==> src/sv/cfb_pkg.sv <==
package cfb_pkg;

	localparam int PREAMBLE_LEN_DEF = 3;
	localparam int QUEUE_DEPTH_DEF  = 4;

	localparam logic [7:0]  PREAMBLE_BYTE = 8'hAA;
	localparam logic [15:0] CRC_INIT      = 16'hFFFF;
	localparam logic [15:0] CRC_POLY      = 16'h1021;

	// input kinds carried on tuser
	localparam logic REQ_HEADER  = 1'b0;
	localparam logic REQ_PAYLOAD = 1'b1;

	// work item handed from the front end to the serializer
	typedef struct packed {
		logic        is_hdr;
		logic        finish;   // checksum follows this item
		logic [7:0]  id;
		logic [15:0] len;
		logic [7:0]  data;
	} cmd_t;

	typedef enum logic [1:0] {
		ST_IDLE,
		ST_HDR,
		ST_CRC_LO,
		ST_CRC_HI
	} ser_state_t;

	// MSB-first CCITT remainder of idx << 8
	function automatic logic [15:0] crc_tab(input logic [7:0] idx);
		logic [15:0] r;
		r = {idx, 8'h00};
		for (int k = 0; k < 8; k++) begin
			if (r[15])
				r = {r[14:0], 1'b0} ^ CRC_POLY;
			else
				r = {r[14:0], 1'b0};
		end
		return r;
	endfunction

	// byte-wise table update, low byte of the checksum indexes the table
	function automatic logic [15:0] crc_next(input logic [15:0] crc, input logic [7:0] b);
		return crc_tab(crc[7:0] ^ b) ^ {8'h00, crc[15:8]};
	endfunction

endpackage

==> src/sv/cfb_front.sv <==
module cfb_front
	import cfb_pkg::*;
(
	input  logic        clk,
	input  logic        arst_n,
	input  logic        in_valid,
	output logic        in_ready,
	input  logic        in_kind,
	input  logic [7:0]  in_id,
	input  logic [15:0] in_len,
	input  logic [7:0]  in_data,
	output logic        push,
	output cmd_t        push_cmd,
	input  logic        q_full
);

	logic        in_frame_q;
	logic [15:0] left_q;
	logic        take;
	logic        is_hdr;

	assign in_ready = !q_full;
	assign take     = in_valid && !q_full;
	assign is_hdr   = (in_kind == REQ_HEADER);

	// classify: headers always go, payload only inside a frame
	always_comb begin
		push_cmd.is_hdr = is_hdr;
		push_cmd.id     = in_id;
		push_cmd.len    = in_len;
		push_cmd.data   = in_data;
		if (is_hdr)
			push_cmd.finish = (in_len == 16'd0);
		else
			push_cmd.finish = (left_q == 16'd1);
		push = take && (is_hdr || in_frame_q);
	end

	// frame tracking
	always_ff @(posedge clk or negedge arst_n) begin
		if (!arst_n) begin
			in_frame_q <= 1'b0;
			left_q     <= 16'd0;
		end else if (take) begin
			if (is_hdr) begin
				in_frame_q <= (in_len != 16'd0);
				left_q     <= in_len;
			end else if (in_frame_q) begin
				left_q <= left_q - 16'd1;
				if (left_q == 16'd1)
					in_frame_q <= 1'b0;
			end
		end
	end

endmodule

==> src/sv/cfb_queue.sv <==
module cfb_queue
	import cfb_pkg::*;
#(
	parameter int DEPTH = QUEUE_DEPTH_DEF
) (
	input  logic clk,
	input  logic arst_n,
	input  logic push,
	input  cmd_t push_cmd,
	output logic full,
	input  logic pop,
	output cmd_t head,
	output logic empty
);

	localparam int PTR_W = (DEPTH > 1) ? $clog2(DEPTH) : 1;
	localparam int CNT_W = $clog2(DEPTH + 1);

	cmd_t             mem_q [DEPTH];
	logic [PTR_W-1:0] wr_q;
	logic [PTR_W-1:0] rd_q;
	logic [CNT_W-1:0] count_q;

	assign full  = (count_q == CNT_W'(DEPTH));
	assign empty = (count_q == '0);
	assign head  = mem_q[rd_q];

	// storage
	always_ff @(posedge clk) begin
		if (push)
			mem_q[wr_q] <= push_cmd;
	end

	// pointers and fill count
	always_ff @(posedge clk or negedge arst_n) begin
		if (!arst_n) begin
			wr_q    <= '0;
			rd_q    <= '0;
			count_q <= '0;
		end else begin
			if (push)
				wr_q <= (wr_q == PTR_W'(DEPTH - 1)) ? '0 : wr_q + 1'b1;
			if (pop)
				rd_q <= (rd_q == PTR_W'(DEPTH - 1)) ? '0 : rd_q + 1'b1;
			if (push && !pop)
				count_q <= count_q + 1'b1;
			else if (pop && !push)
				count_q <= count_q - 1'b1;
		end
	end

endmodule

==> src/sv/cfb_back.sv <==
module cfb_back
	import cfb_pkg::*;
#(
	parameter int PREAMBLE_LEN = PREAMBLE_LEN_DEF
) (
	input  logic       clk,
	input  logic       arst_n,
	input  cmd_t       head,
	input  logic       q_empty,
	output logic       pop,
	output logic       out_valid,
	input  logic       out_ready,
	output logic [7:0] out_byte,
	output logic       out_last
);

	localparam int STEP_W = $clog2(PREAMBLE_LEN + 3);

	ser_state_t        state_q, state_d;
	logic [STEP_W-1:0] step_q, step_d;
	cmd_t              cur_q;
	logic              load_cur;
	logic [15:0]       crc_q;
	logic [15:0]       crc_base;
	logic              feed;
	logic              crc_clear;
	logic              emit;
	logic [7:0]        emit_byte;
	logic              emit_last;
	logic              adv;
	logic              valid_q;
	logic [7:0]        byte_q;
	logic              last_q;
	logic [7:0]        hdr_byte;

	assign adv       = !valid_q || out_ready;
	assign out_valid = valid_q;
	assign out_byte  = byte_q;
	assign out_last  = last_q;

	// header byte for the current step
	always_comb begin
		if (step_q < STEP_W'(PREAMBLE_LEN))
			hdr_byte = PREAMBLE_BYTE;
		else if (step_q == STEP_W'(PREAMBLE_LEN))
			hdr_byte = cur_q.id;
		else if (step_q == STEP_W'(PREAMBLE_LEN + 1))
			hdr_byte = cur_q.len[7:0];
		else
			hdr_byte = cur_q.len[15:8];
	end

	// sequencer: next state and the byte to load into the output register
	always_comb begin
		state_d   = state_q;
		step_d    = step_q;
		pop       = 1'b0;
		load_cur  = 1'b0;
		emit      = 1'b0;
		emit_byte = 8'h00;
		emit_last = 1'b0;
		feed      = 1'b0;
		crc_clear = 1'b0;
		crc_base  = crc_q;
		case (state_q)
			ST_IDLE: begin
				if (adv && !q_empty) begin
					pop  = 1'b1;
					emit = 1'b1;
					feed = 1'b1;
					if (head.is_hdr) begin
						// first preamble byte, checksum restarts
						load_cur  = 1'b1;
						emit_byte = PREAMBLE_BYTE;
						crc_base  = CRC_INIT;
						step_d    = STEP_W'(1);
						state_d   = ST_HDR;
					end else begin
						emit_byte = head.data;
						state_d   = head.finish ? ST_CRC_LO : ST_IDLE;
					end
				end
			end
			ST_HDR: begin
				if (adv) begin
					emit      = 1'b1;
					feed      = 1'b1;
					emit_byte = hdr_byte;
					if (step_q == STEP_W'(PREAMBLE_LEN + 2))
						state_d = cur_q.finish ? ST_CRC_LO : ST_IDLE;
					else
						step_d = step_q + 1'b1;
				end
			end
			ST_CRC_LO: begin
				if (adv) begin
					emit      = 1'b1;
					emit_byte = crc_q[7:0];
					state_d   = ST_CRC_HI;
				end
			end
			ST_CRC_HI: begin
				if (adv) begin
					emit      = 1'b1;
					emit_byte = crc_q[15:8];
					emit_last = 1'b1;
					crc_clear = 1'b1;
					state_d   = ST_IDLE;
				end
			end
			default: begin
				state_d = ST_IDLE;
			end
		endcase
	end

	// state, step and checksum
	always_ff @(posedge clk or negedge arst_n) begin
		if (!arst_n) begin
			state_q <= ST_IDLE;
			step_q  <= '0;
			crc_q   <= CRC_INIT;
		end else begin
			state_q <= state_d;
			step_q  <= step_d;
			if (crc_clear)
				crc_q <= CRC_INIT;
			else if (feed)
				crc_q <= crc_next(crc_base, emit_byte);
		end
	end

	// header being serialized
	always_ff @(posedge clk) begin
		if (load_cur)
			cur_q <= head;
	end

	// output register
	always_ff @(posedge clk or negedge arst_n) begin
		if (!arst_n)
			valid_q <= 1'b0;
		else if (adv)
			valid_q <= emit;
	end

	always_ff @(posedge clk) begin
		if (adv && emit) begin
			byte_q <= emit_byte;
			last_q <= emit_last;
		end
	end

endmodule

==> src/sv/command_frame_builder_crc16_core.sv <==
// Path: with the serializer idle, an accepted item is written into the queue, then popped by
// the serializer, which loads its first byte into its single output register.
// Throughput: one payload byte per cycle unless m_tready stalls the output; a header is sent as
// PREAMBLE_LEN preamble bytes, id, length low, length high; both checksum bytes follow a zero-length
// header and the last payload byte. The input queue takes requests meanwhile, until it is full.
// Reset: arst_n clears all control state at once; checksum returns to 0xFFFF, block is idle.
module command_frame_builder_crc16_core
	import cfb_pkg::*;
#(
	parameter int PREAMBLE_LEN = PREAMBLE_LEN_DEF,
	parameter int QUEUE_DEPTH  = QUEUE_DEPTH_DEF
) (
	input  logic        clk,
	input  logic        arst_n,
	input  logic        s_tvalid,
	output logic        s_tready,
	input  logic [31:0] s_tdata,   // msg_id[7:0], msg_length[23:8], data_byte[31:24]
	input  logic        s_tuser,   // req_type[0]
	output logic        m_tvalid,
	input  logic        m_tready,
	output logic [7:0]  m_tdata,   // out_byte[7:0]
	output logic        m_tlast
);

	logic push;
	cmd_t push_cmd;
	logic q_full;
	logic q_empty;
	logic pop;
	cmd_t head;

	cfb_front u_front (
		.clk      (clk),
		.arst_n   (arst_n),
		.in_valid (s_tvalid),
		.in_ready (s_tready),
		.in_kind  (s_tuser),
		.in_id    (s_tdata[7:0]),
		.in_len   (s_tdata[23:8]),
		.in_data  (s_tdata[31:24]),
		.push     (push),
		.push_cmd (push_cmd),
		.q_full   (q_full)
	);

	cfb_queue #(
		.DEPTH (QUEUE_DEPTH)
	) u_queue (
		.clk      (clk),
		.arst_n   (arst_n),
		.push     (push),
		.push_cmd (push_cmd),
		.full     (q_full),
		.pop      (pop),
		.head     (head),
		.empty    (q_empty)
	);

	cfb_back #(
		.PREAMBLE_LEN (PREAMBLE_LEN)
	) u_back (
		.clk       (clk),
		.arst_n    (arst_n),
		.head      (head),
		.q_empty   (q_empty),
		.pop       (pop),
		.out_valid (m_tvalid),
		.out_ready (m_tready),
		.out_byte  (m_tdata),
		.out_last  (m_tlast)
	);

endmodule
==> config.mk <==
export PLATFORM = sky130hd
export DESIGN_NAME = command_frame_builder_crc16_core
export DESIGN_NICKNAME = d
export VERILOG_FILES = /design/src/sv/cfb_pkg.sv /design/src/sv/cfb_front.sv /design/src/sv/cfb_queue.sv /design/src/sv/cfb_back.sv /design/src/sv/command_frame_builder_crc16_core.sv
export SDC_FILE = /design/constraint.sdc
export NUM_CORES = 1
export LEC_CHECK = 0
export ABC_AREA = 1
export BUFFER_PORTS_ARGS = -buffer_cell sky130_fd_sc_hd__buf_4
export CAP_MARGIN = 10
export CORE_UTILIZATION = 55
export DETAILED_ROUTE_END_ITERATION = 10
export PLACE_DENSITY = 0.73
export REMOVE_ABC_BUFFERS = 1
export SYNTH_ARGS = -nofsm -noshare
export SYNTH_HDL_FRONTEND = slang
export SYNTH_SLANG_ARGS = --single-unit
==> constraint.sdc <==
create_clock -name clk -period 3.5 [get_ports clk]
set_input_delay 0.525 -clock clk [delete_from_list [all_inputs] [get_ports clk]]
set_output_delay 0.525 -clock clk [all_outputs]
set_load 0.1 [all_outputs]
==> reports/qor_table.md <==
| Result | This run | Unit |
|---|---|---|
| Total core area | 17,400 | sq um |
| Final antenna-violating net count | 0 | - |
| P_sw | 4.37 | mW |
| Largest clock skew in the final design | 0.0121 | ns |
| Post-cts gate resize count | 0 | - |
| Count of warnings emitted by yosys | 0 | - |
| Relative slew slack | 53.1 | % |
| Clock Power Share | 22.2 | % |
| Endpoint required time on the critical path | 3.95 | ns |
| Share of cells above drive strength 1 | 14.3 | % |
| Fin crit period | 2.57 | ns |
| Achievable frequency | 0.389 | GHz |
| Leading cell types by count after synthesis | 219 x nand2_1, 170 x edfxtp_1, 106 x nor2_1 | - |
| HP Class | input pin to async pin | - |
| Portion of the clock cycle consumed by the worst path in the final layout | 73.5 | % |
| Critical path buffers and inverters | 3 | - |
| Unique cell type count in the Yosys netlist | 43 | - |
| Clock net sink count | 215 | - |
| Relative contribution of combinational cells to total power | 40.3 | % |
| Area enclosed by the die boundary | 18,400 | sq um |
| Number of placed instances with taps included | 1,219 | - |
| Post-route non-filler standard cell count | 1,259 | - |
| Worst r2r dst | u_back.crc_q[2] | - |
| Hold_ws | 0.0424 | ns |
| Iteration-0 DRC Markers | 550 | - |
| Cells after Synth | 970 | - |
| Synth Register Bits | 215 | - |
| Internal portion of total power | 6.33 | mW |
| Element type at the critical path start | flop | - |
| Share of Yosys cell area claimed by the top area cell type | 52.0 | % |
| Switching share of total power | 40.8 | % |
| Via count of the first global-routing pass | 6,653 | - |
| Max incr delay on CP | 0.58 | ns |
| Remaining Overflow, GRT | 0 | - |
| DRC violation count after routing | 0 | - |
| Maximum buffer depth of the clock tree | 3 | - |
| Largest cells by area after synthesis | edfxtp_1 52%, nand2_1 8.4%, dfrtp_1 7.7% | - |
| Clock-pin slew on the worst setup and hold paths | 0.06 | ns |
| Cell with the most instances after synthesis | nand2_1 | - |
| Wire length per cell after detailed routing | 16.7 | um |
| Fraction of synthesis flops using an asynchronous set or reset pin | 20.9 | % |
| Leakage | 4.58 | nW |
| CP Data Arrival Time | 3.02 | ns |
| Global-route wire length before repair | 33.8 | mm |
| Post-route standard cell area excluding fillers | 11,100 | sq um |
| Max IR drop VDD | 0.785 | mV |
| Placed inst area | 10,400 | sq um |
| Port-buffer cells | 47 | - |
| Cell Chain, Critical Path | inv_2, buf_4, nand2_1, nand2_1, nand2_1, nand2_1, nand4_1, nand2_1, nand2_1, nand2_2, nand2_1, nand2_1, nand2_1, nand3_1, nand2_1, inv_1 | - |
| Primary flip-flop cell chosen by synthesis mapping | edfxtp_1 | - |
| Final-report max-slew violation count | 0 | - |
| Final design utilization | 64.2 | % |
| Family with the most delay on the worst path | simple AND/OR/NAND/NOR gates | - |
| Power density of the placed cells | 961 | nW/um^2 |
| P&R area growth vs syn | 13.5 | % |
| Share of power burned in registers | 37.6 | % |
| Horizontal die dimension | 136 | um |
| Origin of the critical flop-to-flop path | u_queue.rd_q[0] | - |
| Max-cap violations | 0 | - |
| HPWL Detailed | 13.6 | mm |
| Drt first pass iters | 5 | - |
| Die boundary height | 136 | um |
| Quantity of hold-fixing buffers added after cts | 0 | - |
| Via-to-Cell Ratio | 5.51 | - |
| I/O pin cnt | 48 | - |
| Number of enable flip-flop cells after synthesis | 170 | - |
| Kind of critical path | flop to flop | - |
| Proportion of synthesized chip area in sequential cells | 63.7 | % |
| Status | finished, final reports clean | - |
| Overall routed net length | 21.0 | mm |
| Clock buffers created by TritonCTS | 22 | - |
| Number of antenna violations at the first check in global routing | 0 | - |
| Routability cong. | 0.971 | - |
| Syn Area/Cell | 10.1 | sq um |
| Worst-margin pin slew | 0.703 | ns |
| Root Buffer Master | clkbuf_16 | - |
| Count of antenna diodes in the layout | 0 | - |
| Area leader, netlist | edfxtp_1 | - |
| TritonCTS clock tree | done | - |
| Row count | 48 | - |
| Initial core utilization | 56.5 | % |
| Top cell by count, worst path | nand2_1 | - |
| Deepest level of the CTS H-tree | 1 | - |
| Unrepaired setup endpoints after global routing | no | - |
| Hold Violations, Final | 0 | - |
| Maximum fanout encountered on the critical timing path | 38 | - |
| Worst-case reg-to-reg path depth | 16 | - |
| Worst R2R Setup Slack | 0.93 | ns |
| Largest net degree at the start of global routing | 48 | - |
| Total number of vias | 6,940 | - |
| Post-synthesis cell area | 9810 | sq um |
| Final-stage net count | 1,068 | - |
| Total routing usage reported by global routing | 23.8 | % |
| Number of buffers inserted by post-CTS setup repair | 0 | - |
| Type of destination of the critical path | flop | - |
| Worst-path cell with the longest stage delay | dfrtp_2 | - |
| Clock insertion delay at the later pin of the skew report | 0.51 | ns |
| Setup-violating endpoint count in the final report | 0 | - |
-- stage by stage --
stage	total power, mW	TNS, ns	worst slack (ns)
floorplan	7.09	-148.90	-1.09
global placement	8.25	0	1.03
detailed placement	8.34	0	0.994
CTS	10.7	0	0.989
global route	11.4	0	0.698
finish	10.7	0	0.926
-- logic make-up (layout without fill, tap and decap cells) --
family	count (synthesis)	in the layout	share of synthesized area [%]
and+or+nand+nor	451	451	19.9
DFF	215	215	63.7
AOI/OAI and AO/OA	148	148	8.30
buffers and inverters	137	201	5.78
adders and majority gates	13	13	1.73
xor gates and xnor gates	5	5	0.446
muxes	1	1	0.115
-- per-layer routing --
layer,part of all wire (%),routed length [um],vias to the layer above,GRT usage [%]
li1,-,-,3409,-
met2,49,10300,209,40.4
met1,44,9260,3296,32.1
met5,0,0,-,0
met4,1.6,327,0,6.24
met3,5.2,1100,26,3.40
-- layout make-up --
type,instances,area (sq um)
Sequential cell,215,6250
Inverter,101,382
Clock inverter,6,92.6
Fill cell,1324,6220
Multi-Input combinational cell,618,3030
Tap cell,225,282
Clock buffer,34,656
Timing Repair Buffer,60,450
-- power by group through the flow --
stage	clock, mW	combinational [mW]	sequential [mW]
2_1_floorplan	0	2.66	4.43
3_3_place_gp	0	4.20	4.05
3_5_place_dp	0	4.29	4.05
4_1_cts	2.41	4.30	4.01
5_1_grt	2.50	4.80	4.09
6_report	2.37	4.31	4.02
-- registers in the layout, summed over array words and instances, names as in the netlist --
signal,cells
u_queue.count_q,3
u_queue.rd_q,2
u_back.out_last,1
u_back.crc_q,15
u_back.step_q,3
u_front.left_q,16
u_back.out_byte,8
u_front.in_frame_q,1
u_back.out_valid,1
u_back.state_q,2
u_queue.mem_q,136
u_back.cur_q,25
u_queue.wr_q,2
-- cell usage in the layout, fill, tap and decap left out, types with 2 or more instances in the layout --
cell type | netlist | routed
nand2_1 | 219 | 219
edfxtp_1 | 170 | 170
nor2_1 | 106 | 102
inv_1 | 92 | 92
o21ai_0 | 81 | 81
nand3_1 | 74 | 74
buf_4 | 5 | 60
o22ai_1 | 39 | 39
dfrtp_1 | 30 | 29
clkbuf_16 | 0 | 22
dfstp_2 | 15 | 15
a21oi_1 | 14 | 14
nand4_1 | 13 | 13
ha_1 | 12 | 12
nand2_2 | 11 | 11
nor2_4 | 5 | 9
inv_2 | 7 | 7
clkbuf_8 | 0 | 6
clkbuf_1 | 21 | 6
nor3_1 | 5 | 5
o21ai_1 | 4 | 4
or2_2 | 4 | 4
nor4_1 | 4 | 4
xor2_1 | 4 | 4
nor2_2 | 3 | 3
or2_1 | 2 | 2
clkinv_1 | 1 | 2
nand3b_1 | 2 | 2
o211ai_1 | 2 | 2
a22oi_1 | 2 | 2
bufinv_16 | 0 | 2
-- worst reg2reg max path, delay by kind of cell, from the launching register on --
kind | cells | cell delay (ns)
buf+inv | 3 | 0.63
flops | 1 | 0.58
simple gates | 13 | 1.32
-- worst max path at each step --
| stage | startpoint | end | cells after the start |
|---|---|---|---|
| 2_1_floorplan | u_queue.count_q[0] | u_queue.mem_q[0][0] | 6 |
| 3_3_place_gp | s_tuser | u_queue.mem_q[0][28] | 6 |
| 3_5_place_dp | s_tuser | u_queue.mem_q[0][28] | 6 |
| 4_1_cts | u_queue.rd_q[0] | u_back.crc_q[2] | 16 |
| 5_1_grt | u_queue.rd_q[0] | u_back.crc_q[2] | 15 |
| 6_report | u_queue.rd_q[0] | u_back.crc_q[2] | 16 |
Note: power is estimated with default switching activity, not from simulation.
